### src/design/rtpchk_pkg.sv
package rtpchk_pkg;

    // Widths of the result fields.
    localparam int PRES_W    = 62;
    localparam int OUT_CNT_W = 48;

    // Configuration register widths, indexes and reset values.
    localparam int PT_W      = 7;
    localparam int RATE_W    = 19;
    localparam int CFG_IDX_W = 1;
    localparam logic [CFG_IDX_W-1:0] CFG_PAYLOAD_TYPE = 1'd0;
    localparam logic [CFG_IDX_W-1:0] CFG_SAMPLE_RATE  = 1'd1;
    localparam logic [PT_W-1:0]      PT_RESET         = 7'd96;
    localparam logic [RATE_W-1:0]    RATE_RESET       = 19'd48000;

    // Input command codes.
    localparam logic CMD_PACKET = 1'b0;
    localparam logic CMD_CLEAR  = 1'b1;

    // Header constants.
    localparam logic [1:0] RTP_VERSION = 2'd2;
    localparam int         SEQ_W       = 16;
    localparam int         TS_W        = 32;
    localparam int         LEN_W       = 16;

    // Nanoseconds per second, and the one-bit-per-cycle divider length.
    localparam logic [PRES_W-1:0] NS_PER_S  = 62'd1000000000;
    localparam int                DIV_STEPS = PRES_W;
    localparam int                STEP_W    = $clog2(DIV_STEPS);

    // Sequencer states, one-hot.
    typedef enum logic [3:0] {
        ST_IDLE = 4'b0001,
        ST_MUL  = 4'b0010,
        ST_DIV  = 4'b0100,
        ST_DONE = 4'b1000
    } t_state;

endpackage

### src/design/rtp_packet_check_and_loss_count.sv
// RTP packet check and loss statistics.
// Input channel: i_valid / o_stall carry one transaction per packet header or
// clear command (i_command). A transaction is taken when i_valid is high and
// o_stall is low. Output channel: o_valid / i_stall carry one result per input
// transaction: the accepted and first-packet flags, the presentation time in
// ns and the five statistics counters after the update.
// Configuration: i_cfg_we writes i_cfg_data into register i_cfg_index
// (0 = expected payload type, 1 = sample rate). The user must write only
// while the block is idle; the block itself does not enforce this.
// A clear, a rejected packet, a baseline packet or any packet while the
// sample rate is zero goes through the DONE state into the output register.
// An accepted packet with a baseline passes the multiply state, the
// restoring divider that retires one quotient bit per cycle, and DONE. The
// next transaction is taken once the result is in the output register.
// Reset clears all counters, the sequence and timestamp baseline and the
// link flag, and loads the configuration defaults. While the receiver holds
// i_stall a finished result waits in the output register, the sequencer
// waits with the following result, and o_stall stays high.
module rtp_packet_check_and_loss_count #(
    parameter int COUNTER_WIDTH = 48,
    parameter int MAX_PAYLOAD   = 1500
) (
    input  logic                                 i_clk,
    input  logic                                 i_rst_n,
    // Configuration port
    input  logic                                 i_cfg_we,
    input  logic [rtpchk_pkg::CFG_IDX_W-1:0]     i_cfg_index,
    input  logic [rtpchk_pkg::RATE_W-1:0]        i_cfg_data,
    // Input channel
    input  logic                                 i_valid,
    output logic                                 o_stall,
    input  logic                                 i_command,
    input  logic [1:0]                           i_header_version,
    input  logic [rtpchk_pkg::PT_W-1:0]          i_payload_type,
    input  logic [rtpchk_pkg::LEN_W-1:0]         i_payload_bytes,
    input  logic [rtpchk_pkg::SEQ_W-1:0]         i_sequence_number,
    input  logic [rtpchk_pkg::TS_W-1:0]          i_rtp_timestamp,
    // Output channel
    output logic                                 o_valid,
    input  logic                                 i_stall,
    output logic                                 o_accepted,
    output logic                                 o_first_packet,
    output logic [rtpchk_pkg::PRES_W-1:0]        o_presentation_ns,
    output logic [rtpchk_pkg::OUT_CNT_W-1:0]     o_packets_received,
    output logic [rtpchk_pkg::OUT_CNT_W-1:0]     o_packets_lost,
    output logic [rtpchk_pkg::OUT_CNT_W-1:0]     o_out_of_order,
    output logic [rtpchk_pkg::OUT_CNT_W-1:0]     o_malformed,
    output logic [rtpchk_pkg::OUT_CNT_W-1:0]     o_bytes_received
);

    // Saturating add of a narrow increment to a statistics counter.
    function automatic logic [COUNTER_WIDTH-1:0] f_sat_add(
        input logic [COUNTER_WIDTH-1:0]      a,
        input logic [rtpchk_pkg::LEN_W-1:0]  b
    );
        logic [COUNTER_WIDTH:0] s;
        s = {1'b0, a} + (COUNTER_WIDTH+1)'(b);
        return s[COUNTER_WIDTH] ? {COUNTER_WIDTH{1'b1}} : s[COUNTER_WIDTH-1:0];
    endfunction

    rtpchk_pkg::t_state r_state;

    // Configuration registers.
    logic [rtpchk_pkg::PT_W-1:0]   r_exp_pt;
    logic [rtpchk_pkg::RATE_W-1:0] r_sample_rate;

    // Statistics and stream state.
    logic [COUNTER_WIDTH-1:0]       r_rx_cnt, r_lost_cnt, r_reorder_cnt, r_bad_cnt, r_byte_cnt;
    logic [rtpchk_pkg::SEQ_W-1:0]   r_last_seq;
    logic [rtpchk_pkg::TS_W-1:0]    r_base_ts;
    logic                           r_base_valid;
    logic                           r_link_up;

    // Per-transaction flags.
    logic r_acc, r_first, r_div_en;

    // Divider datapath.
    logic [rtpchk_pkg::TS_W-1:0]    r_delta;
    logic [rtpchk_pkg::PRES_W-1:0]  r_quo;
    logic [rtpchk_pkg::RATE_W-1:0]  r_rem;
    logic [rtpchk_pkg::STEP_W-1:0]  r_step;

    // Output register.
    logic                              r_out_valid;
    logic                              r_o_acc, r_o_first;
    logic [rtpchk_pkg::PRES_W-1:0]     r_o_pres;
    logic [rtpchk_pkg::OUT_CNT_W-1:0]  r_o_rx, r_o_lost, r_o_reorder, r_o_bad, r_o_bytes;

    logic                              w_accept, w_pkt_ok, w_rate_on, w_load, w_take;
    logic [rtpchk_pkg::SEQ_W-1:0]      w_want, w_gap;
    logic [rtpchk_pkg::RATE_W:0]       w_trial, w_divisor;
    logic                              w_qbit;
    logic [rtpchk_pkg::RATE_W-1:0]     w_diff;

    // Handshake and packet validation.
    assign o_stall   = (r_state != rtpchk_pkg::ST_IDLE);
    assign w_accept  = i_valid && !o_stall;
    assign w_rate_on = (r_sample_rate != '0);
    assign w_pkt_ok  = (i_header_version == rtpchk_pkg::RTP_VERSION) &&
                       (i_payload_type == r_exp_pt) &&
                       (i_payload_bytes != '0) &&
                       (i_payload_bytes <= rtpchk_pkg::LEN_W'(MAX_PAYLOAD));

    // Sequence gap against the expected next sequence number, with 16-bit wrap.
    assign w_want = r_last_seq + 16'd1;
    assign w_gap  = i_sequence_number - w_want;

    // One restoring division step: shift in the next dividend bit and try to subtract.
    assign w_divisor = {1'b0, r_sample_rate};
    assign w_trial   = {r_rem, r_quo[rtpchk_pkg::PRES_W-1]};
    assign w_qbit    = (w_trial >= w_divisor);
    assign w_diff    = rtpchk_pkg::RATE_W'(w_trial - w_divisor);

    // Output register load and drain.
    assign w_load = (r_state == rtpchk_pkg::ST_DONE) && (!r_out_valid || !i_stall);
    assign w_take = r_out_valid && !i_stall;

    // Sequencer, configuration and statistics.
    always_ff @(posedge i_clk) begin
        if (!i_rst_n) begin
            r_state       <= rtpchk_pkg::ST_IDLE;
            r_exp_pt      <= rtpchk_pkg::PT_RESET;
            r_sample_rate <= rtpchk_pkg::RATE_RESET;
            r_rx_cnt      <= '0;
            r_lost_cnt    <= '0;
            r_reorder_cnt <= '0;
            r_bad_cnt     <= '0;
            r_byte_cnt    <= '0;
            r_last_seq    <= '0;
            r_base_ts     <= '0;
            r_base_valid  <= 1'b0;
            r_link_up     <= 1'b0;
            r_acc         <= 1'b0;
            r_first       <= 1'b0;
            r_div_en      <= 1'b0;
            r_step        <= '0;
            r_out_valid   <= 1'b0;
        end else begin
            if (i_cfg_we) begin
                case (i_cfg_index)
                    rtpchk_pkg::CFG_PAYLOAD_TYPE: r_exp_pt <= i_cfg_data[rtpchk_pkg::PT_W-1:0];
                    rtpchk_pkg::CFG_SAMPLE_RATE:  r_sample_rate <= i_cfg_data;
                    default: ;
                endcase
            end

            if (w_load) begin
                r_out_valid <= 1'b1;
            end else if (w_take) begin
                r_out_valid <= 1'b0;
            end

            case (r_state)
                rtpchk_pkg::ST_IDLE: begin
                    if (w_accept) begin
                        r_acc    <= 1'b0;
                        r_first  <= 1'b0;
                        r_div_en <= 1'b0;
                        r_state  <= rtpchk_pkg::ST_DONE;
                        if (i_command == rtpchk_pkg::CMD_CLEAR) begin
                            r_rx_cnt      <= '0;
                            r_lost_cnt    <= '0;
                            r_reorder_cnt <= '0;
                            r_bad_cnt     <= '0;
                            r_byte_cnt    <= '0;
                            r_last_seq    <= '0;
                            r_base_ts     <= '0;
                            r_base_valid  <= 1'b0;
                        end else if (!w_pkt_ok) begin
                            r_bad_cnt <= f_sat_add(r_bad_cnt, 16'd1);
                        end else begin
                            r_acc     <= 1'b1;
                            r_first   <= !r_link_up;
                            r_link_up <= 1'b1;
                            // Gap check only once a packet has been counted.
                            if (r_rx_cnt != '0 && i_sequence_number != w_want) begin
                                if (!w_gap[rtpchk_pkg::SEQ_W-1]) begin
                                    r_lost_cnt <= f_sat_add(r_lost_cnt, w_gap);
                                end else begin
                                    r_reorder_cnt <= f_sat_add(r_reorder_cnt, 16'd1);
                                end
                            end
                            r_last_seq <= i_sequence_number;
                            r_rx_cnt   <= f_sat_add(r_rx_cnt, 16'd1);
                            r_byte_cnt <= f_sat_add(r_byte_cnt, i_payload_bytes);
                            // The first packet with a nonzero rate sets the baseline.
                            if (w_rate_on) begin
                                if (r_base_valid) begin
                                    r_div_en <= 1'b1;
                                    r_state  <= rtpchk_pkg::ST_MUL;
                                end else begin
                                    r_base_ts    <= i_rtp_timestamp;
                                    r_base_valid <= 1'b1;
                                end
                            end
                        end
                    end
                end
                rtpchk_pkg::ST_MUL: begin
                    r_step  <= '0;
                    r_state <= rtpchk_pkg::ST_DIV;
                end
                rtpchk_pkg::ST_DIV: begin
                    r_step <= r_step + rtpchk_pkg::STEP_W'(1);
                    if (r_step == rtpchk_pkg::STEP_W'(rtpchk_pkg::DIV_STEPS - 1)) begin
                        r_state <= rtpchk_pkg::ST_DONE;
                    end
                end
                rtpchk_pkg::ST_DONE: begin
                    if (w_load) begin
                        r_state <= rtpchk_pkg::ST_IDLE;
                    end
                end
                default: begin
                    r_state <= rtpchk_pkg::ST_IDLE;
                end
            endcase
        end
    end

    // Timestamp delta, product and divider registers.
    always_ff @(posedge i_clk) begin
        if (r_state == rtpchk_pkg::ST_IDLE) begin
            r_delta <= i_rtp_timestamp - r_base_ts;
        end
        if (r_state == rtpchk_pkg::ST_MUL) begin
            r_quo <= rtpchk_pkg::PRES_W'(r_delta) * rtpchk_pkg::NS_PER_S;
            r_rem <= '0;
        end else if (r_state == rtpchk_pkg::ST_DIV) begin
            r_quo <= {r_quo[rtpchk_pkg::PRES_W-2:0], w_qbit};
            r_rem <= w_qbit ? w_diff : w_trial[rtpchk_pkg::RATE_W-1:0];
        end
    end

    // Result payload, taken from the updated statistics.
    always_ff @(posedge i_clk) begin
        if (w_load) begin
            r_o_acc     <= r_acc;
            r_o_first   <= r_first;
            r_o_pres    <= r_div_en ? r_quo : '0;
            r_o_rx      <= rtpchk_pkg::OUT_CNT_W'(r_rx_cnt);
            r_o_lost    <= rtpchk_pkg::OUT_CNT_W'(r_lost_cnt);
            r_o_reorder <= rtpchk_pkg::OUT_CNT_W'(r_reorder_cnt);
            r_o_bad     <= rtpchk_pkg::OUT_CNT_W'(r_bad_cnt);
            r_o_bytes   <= rtpchk_pkg::OUT_CNT_W'(r_byte_cnt);
        end
    end

    assign o_valid            = r_out_valid;
    assign o_accepted         = r_o_acc;
    assign o_first_packet     = r_o_first;
    assign o_presentation_ns  = r_o_pres;
    assign o_packets_received = r_o_rx;
    assign o_packets_lost     = r_o_lost;
    assign o_out_of_order     = r_o_reorder;
    assign o_malformed        = r_o_bad;
    assign o_bytes_received   = r_o_bytes;

    // The divider only runs with a nonzero rate, and its remainder stays below it.
    a_div_rate: assert property (@(posedge i_clk) disable iff (!i_rst_n)
        (r_state == rtpchk_pkg::ST_DIV) |-> (r_sample_rate != '0) && (r_rem < r_sample_rate))
        else $error("divider running with bad rate or remainder");

    // A result that is not an accepted packet carries no time and no first flag.
    a_reject_clean: assert property (@(posedge i_clk) disable iff (!i_rst_n)
        (r_out_valid && !r_o_acc) |-> (r_o_pres == '0) && !r_o_first)
        else $error("rejected result carries presentation time or first flag");

    // A clear command leaves every counter and the baseline at zero.
    a_clear_zero: assert property (@(posedge i_clk) disable iff (!i_rst_n)
        (w_accept && i_command == rtpchk_pkg::CMD_CLEAR) |=>
        (r_rx_cnt == '0) && (r_lost_cnt == '0) && (r_reorder_cnt == '0) &&
        (r_bad_cnt == '0) && (r_byte_cnt == '0) && !r_base_valid)
        else $error("statistics not cleared");

    // A result is loaded only when the output register is free or draining.
    a_no_overwrite: assert property (@(posedge i_clk) disable iff (!i_rst_n)
        (r_out_valid && i_stall) |-> !w_load)
        else $error("stalled result overwritten");

endmodule
### config.mk
export PLATFORM = sky130hd
export DESIGN_NAME = rtp_packet_check_and_loss_count
export DESIGN_NICKNAME = d
export VERILOG_FILES = /design/src/design/rtpchk_pkg.sv /design/src/design/rtp_packet_check_and_loss_count.sv
export SDC_FILE = /design/constraint.sdc
export NUM_CORES = 2
export LEC_CHECK = 0
export BUFFER_PORTS_ARGS = -buffer_cell sky130_fd_sc_hd__buf_2
export CAP_MARGIN = 40
export CORE_MARGIN = 2
export CORE_UTILIZATION = 45
export CTS_BUF_LIST = sky130_fd_sc_hd__clkbuf_8
export DETAILED_ROUTE_END_ITERATION = 10
export HOLD_SLACK_MARGIN = 0.15
export PLACE_DENSITY = 0.7
export SYNTH_ARGS = -nofsm -noshare
export SYNTH_HDL_FRONTEND = slang
export SYNTH_SLANG_ARGS = --single-unit
### constraint.sdc
create_clock -name i_clk -period 29 [get_ports i_clk]
set_input_delay 1.45 -clock i_clk [delete_from_list [all_inputs] [get_ports i_clk]]
set_output_delay 1.45 -clock i_clk [all_outputs]
set_load 0.02 [all_outputs]
## Word level (Yosys, flattened, before mapping)

Index checks and enable logic that the tools add are counted.
W data, S select, Z words.

| storage, ports and cells | value |
|---|---|
| output and inout bits | 306 |
| bits in registers | 747 |
| input bits | 99 |

| cells by class | value |
|---|---|
| equality and inequality tests | 15 |
| reduce and logical (&&, ||, !) cells | 32 |
| add/sub/neg operators | 10 |
| multipliers | 1 |
| bitwise gates (word level) | 2 |
| magnitude comparators | 2 |
| multiplexer cells | 50 |

Operator list:

| cell | number |
|---|---|
| $mux W48 | 19 |
| $add A48 B1 Y49 const B | 3 |
| $mux W32 | 4 |
| $mux W62 | 2 |
| $add A48 B16 Y49 | 2 |
| $mul A32 B21 Y53 const B | 1 |
| $reduce_bool A48 Y1 | 1 |
| $mux W16 | 2 |
| $sub A32 B32 Y32 | 1 |
| $mux W4 | 7 |
| $ge A20 B19 Y1 | 1 |
| $mux W19 | 1 |
| $reduce_bool A19 Y1 | 1 |
| $sub A19 B19 Y19 | 1 |
| $add A16 B1 Y16 const B | 1 |
| $le A16 B11 Y1 const B | 1 |
| $ne A16 B16 Y1 | 1 |
| $pmux W4 S4 | 1 |
| $reduce_bool A16 Y1 | 1 |
| $sub A16 B16 Y16 | 1 |
| $reduce_and A5 Y1 | 3 |
| $mux W1 | 13 |
| $ne A2 B2 Y1 const B | 6 |
| $pmux W6 S2 | 1 |
| 17 further kinds | 37 |

## Logic depth before layout (Yosys ltp)

| depth | value |
|---|---|
| word-level depth | 8 |
| gate-level depth with buffers | 24 |
| gate-level depth less buffers | 24 |

## Worst setup path before layout

No wires, ideal clock.

| timing path | value |
|---|---|
| path kind | input -> register |
| from | in i_stall |
| to | reg r_o_acc (netlist: o_accepted) (enable) |
| path slack | 11.905 ns |
| data required time | 27.930 ns |
| buffers on the path | 0 |
| stages | 1 |
| arrival | 16.024 ns |
| cell sequence | a21oi_1 |

| on the way | value |
|---|---|
| word-level cells in the longest chain between the ends | 3 |

RTL lines:

| element | line | RTL |
|---|---|---|
| start: declaration | rtp_packet_check_and_loss_count.sv:40 | `input logic i_stall,` |
| $logic_not A1 Y1 | rtp_packet_check_and_loss_count.sv:115 | `assign w_load = (r_state == rtpchk_pkg::ST_DONE) && (!r_out_valid \|\| !i_stall);` |
| $logic_or A1 B1 Y1 | rtp_packet_check_and_loss_count.sv:115 |  |
| $logic_and A1 B1 Y1 | rtp_packet_check_and_loss_count.sv:115 |  |
| end signal: assignment | rtp_packet_check_and_loss_count.sv:238 | `r_o_acc <= r_acc;` |
| end: declaration | rtp_packet_check_and_loss_count.sv:85 | `logic r_o_acc, r_o_first;` |

Every way passes these cells.
A chain may end at the register's enable or synchronous reset.

## Final worst setup path

| timing path | value |
|---|---|
| from | reg r_delta[4] (netlist bit) |
| to | reg r_quo[61] (netlist bit) (data pin) |

| on the way | value |
|---|---|
| word-level cells in the longest chain between the ends | 2 |

RTL lines:

| element | line | RTL |
|---|---|---|
| start: declaration | rtp_packet_check_and_loss_count.sv:78 | `logic [rtpchk_pkg::TS_W-1:0] r_delta;` |
| start signal: assignment | rtp_packet_check_and_loss_count.sv:224 | `r_delta <= i_rtp_timestamp - r_base_ts;` |
| $mul A32 B21 Y53 | rtp_packet_check_and_loss_count.sv:227 | `r_quo <= rtpchk_pkg::PRES_W'(r_delta) * rtpchk_pkg::NS_PER_S;` |
| $mux W62 | rtp_packet_check_and_loss_count.sv:226 | `if (r_state == rtpchk_pkg::ST_MUL) begin` |
| end signal: assignment | rtp_packet_check_and_loss_count.sv:227 |  |
| end signal: assignment | rtp_packet_check_and_loss_count.sv:230 | `r_quo <= {r_quo[rtpchk_pkg::PRES_W-2:0], w_qbit};` |
| end: declaration | rtp_packet_check_and_loss_count.sv:79 | `logic [rtpchk_pkg::PRES_W-1:0] r_quo;` |

Every way passes these cells.

==> flow_metrics.py <==
metrics = {
    "status": {
        "status": "complete, no violations",
    },
    "yosys": {
        "syn_inst": 4904,
        "syn_nets": 5689,
        "yosys_warnings": 0,
        "synth_edf_count": 389,
        "synthArstFlopShare": 0,
        "ys.flop_type": "edfxtp_1",
        "synth_area_per_cell_sq_um": 9.80,
        "synth_seq_cells": 747,
        "synth_cell_types": 95,
        "ys_seq_area_frac": 0.392,
        "syn_area_sq_um": 48100,
    },
    "drt": {
        "first_iter_violations": 2929,
        "drcViolationCount": 0,
        "viasPerCell": 5.54,
        "firstDrtPassIters": 6,
        "wl_per_cell_um": 19.9,
        "drt-total-wl_mm": 136,
        "routed-via-count": 37900,
        "ant_nets": 0,
    },
    "critical_path": {
        "critPathLaunchType": "flip-flop",
        "worstSetupEndpointType": "flip-flop",
        "worstSetupPathType": "flip-flop to flip-flop",
        "reg2reg_to": "r_quo[61]",
        "crit_required_ns": 29.60,
        "crit_arrival_ns": 7.89,
        "critPathMaxFanout": 7,
        "r2r_slack_ns": 21.71,
        "timing.rr.start": "r_delta[4]",
        "reg2reg_depth": 21,
    },
    "placement": {
        "place.detailed.hpwl_mm": 103,
        "place.gp.congestion": 0.938,
        "numPortBuffers": 404,
        "dp_slack_ns": 21.72,
    },
    "timing": {
        "clock_skew_ns": 0.0541,
        "slew_violations": 0,
        "tns_ns": 0,
        "setup_viol": 0,
        "finalCritPeriodShare": 0.251,
        "setup_ws_ns": 21.71,
        "slew_headroom": 0.399,
        "timing.fmax_mhz": 137,
        "min_period_ns": 7.29,
        "finalHoldViolations": 0,
        "worst_slew_pin_slew_ns": 0.902,
        "rsz0062_at_grt": "false",
        "holdWs_ns": 0.436,
    },
    "global_route": {
        "grt_use_total": 0.246,
        "grt_antenna_before_repair": 20,
        "grt_use_met2": 0.387,
        "grt_overflow": 0,
        "met3_usage": 0.0570,
        "grt-busiest-layer": "met2",
        "grt_pass1_wl_mm": 210,
        "grt_max_degree": 80,
        "grt_pass1_vias": 36900,
        "met1_usage": 0.329,
    },
    "layout": {
        "final_cell_mix": "646 x inv_1, 415 x nand2_1, 404 x buf_2, 389 x edfxtp_1, 370 x o21ai_0",
        "n_fill_cell": 9604,
        "final_common_cell": "inv_1",
        "num-nets-final": 6109,
        "drive_gt1_frac": 0.129,
        "syn2layout_area_growth_pct": 13.0,
        "fin_util": 0.515,
    },
    "clock_tree": {
        "cts_made_buffers": 131,
        "postCtsSetupRepairBufs": 0,
        "cts_root_buffer": "clkbuf_8",
        "cts_max_level": 4,
        "cts_resized": 0,
        "holdBufCountCts": 0,
        "cts.clk_slew.worst_paths_ns": 0.05,
        "cts_tree": "yes",
        "clock_sinks": 747,
        "cts.path.max_buffers": 3,
        "clk_latency_ns": 0.85,
    },
    "hold_path": {
        "hp-class": "flip-flop to flip-flop",
        "min_to": "o_first_packet",
        "hold_start": "r_first",
        "min_path_cells": 0,
    },
    "die": {
        "die_h_um": 331,
        "ios": 405,
        "fp.coreArea_sq_um": 106000,
        "initial_core_util": 0.455,
        "die_w_um": 331,
        "die_area_sq_um": 109000,
        "fp-row-count": 119,
    },
    "job": {
        "drv_cap": 0,
    },
}
[critical path: stages, from the launching register on]
cell and delay, ns:
edfxtp_1 0.56, inv_1 0.21, fa_1 0.59, fa_1 0.45
fa_1 0.52, fa_1 0.52, fa_1 0.55, inv_1 0.06
fa_1 0.52, inv_1 0.05, fa_1 0.49, inv_1 0.04
ha_1 0.37, and3_1 0.20, nor2b_1 0.24, o211a_1 0.18
o21ai_1 0.10, a31oi_1 0.25, a31oi_1 0.21, o31ai_1 0.52
nand4_1 0.15, o311ai_0 0.28
[how the worst max path moves through the flow]
stage / from / endpoint / slack [ns] / depth (start not counted)
floorplan: i_stall / o_accepted / 11.91 / 1
global placement: r_delta[4] / r_quo[61] / 21.88 / 21
detailed placement: r_delta[2] / r_quo[61] / 21.72 / 21
CTS: r_delta[4] / r_quo[61] / 21.67 / 21
global route: r_delta[2] / r_quo[61] / 21.21 / 21
finish: r_delta[4] / r_quo[61] / 21.71 / 21
[per-stage QoR]
stage | cells | cell area, sq um
after floorplan | 4904 | 48100
after global placement | 6567 | 51500
after detailed placement | 6582 | 51800
after CTS | 6820 | 54300
after global routing | 6828 | 54300
final | 6829 | 54300
[cell usage after synthesis (all sizes together) (92+ instances only)]
library cell	count	area share
a21oi	301	0.032
and2	92	0.012
clkbuf	138	0.011
dfxtp	358	0.15
edfxtp	389	0.24
fa	317	0.13
ha	369	0.096
inv	605	0.047
nand2	417	0.033
nand3	123	0.013
nor2	284	0.023
nor3	100	0.011
o21ai	413	0.043
[per-layer routing]
metal / wire, um / vias to the layer above
met5: 87 / -
met4: 4350 / 14
met3: 10100 / 234
met2: 62100 / 1238
met1: 59100 / 18400
li1: - / 18000
[logic make-up after synthesis]
| logic type | Yosys count | synth area share |
|---|---|---|
| flops | 747 | 0.392 |
| simple gates | 1354 | 0.138 |
| xor+xnor | 142 | 0.0260 |
| fa+ha+maj | 686 | 0.228 |
| buf+inv | 772 | 0.0614 |
| mux | 12 | 0.00255 |
| compound gates | 1191 | 0.152 |
[layout make-up]
type / instances / area (sq um) / share of cell area
multi-input combinational: 3385 / 26400 / 0.485
sequential: 747 / 18800 / 0.347
timing repair buffer: 452 / 2530 / 0.0466
inverter: 607 / 2280 / 0.0420
clock buffer: 143 / 1970 / 0.0362
tap: 1391 / 1740 / 0.0320
clock inverter: 95 / 564 / 0.0104
antenna: 9 / 22.5 / 0.000415
[state kept, by name (all words and copies together), names as in the netlist, 48 cells and up]
| register | flops |
|---|---|
| o_presentation_ns | 62 |
| r_quo | 62 |
| o_bytes_received | 48 |
| o_malformed | 48 |
| o_out_of_order | 48 |
| o_packets_lost | 48 |
| o_packets_received | 48 |
| r_bad_cnt | 48 |
| r_byte_cnt | 48 |
| r_lost_cnt | 48 |
| r_reorder_cnt | 48 |
| r_rx_cnt | 48 |
Power is not shown: default switching activity piles up to over one toggle a cycle in this logic, so the estimate is an artifact.
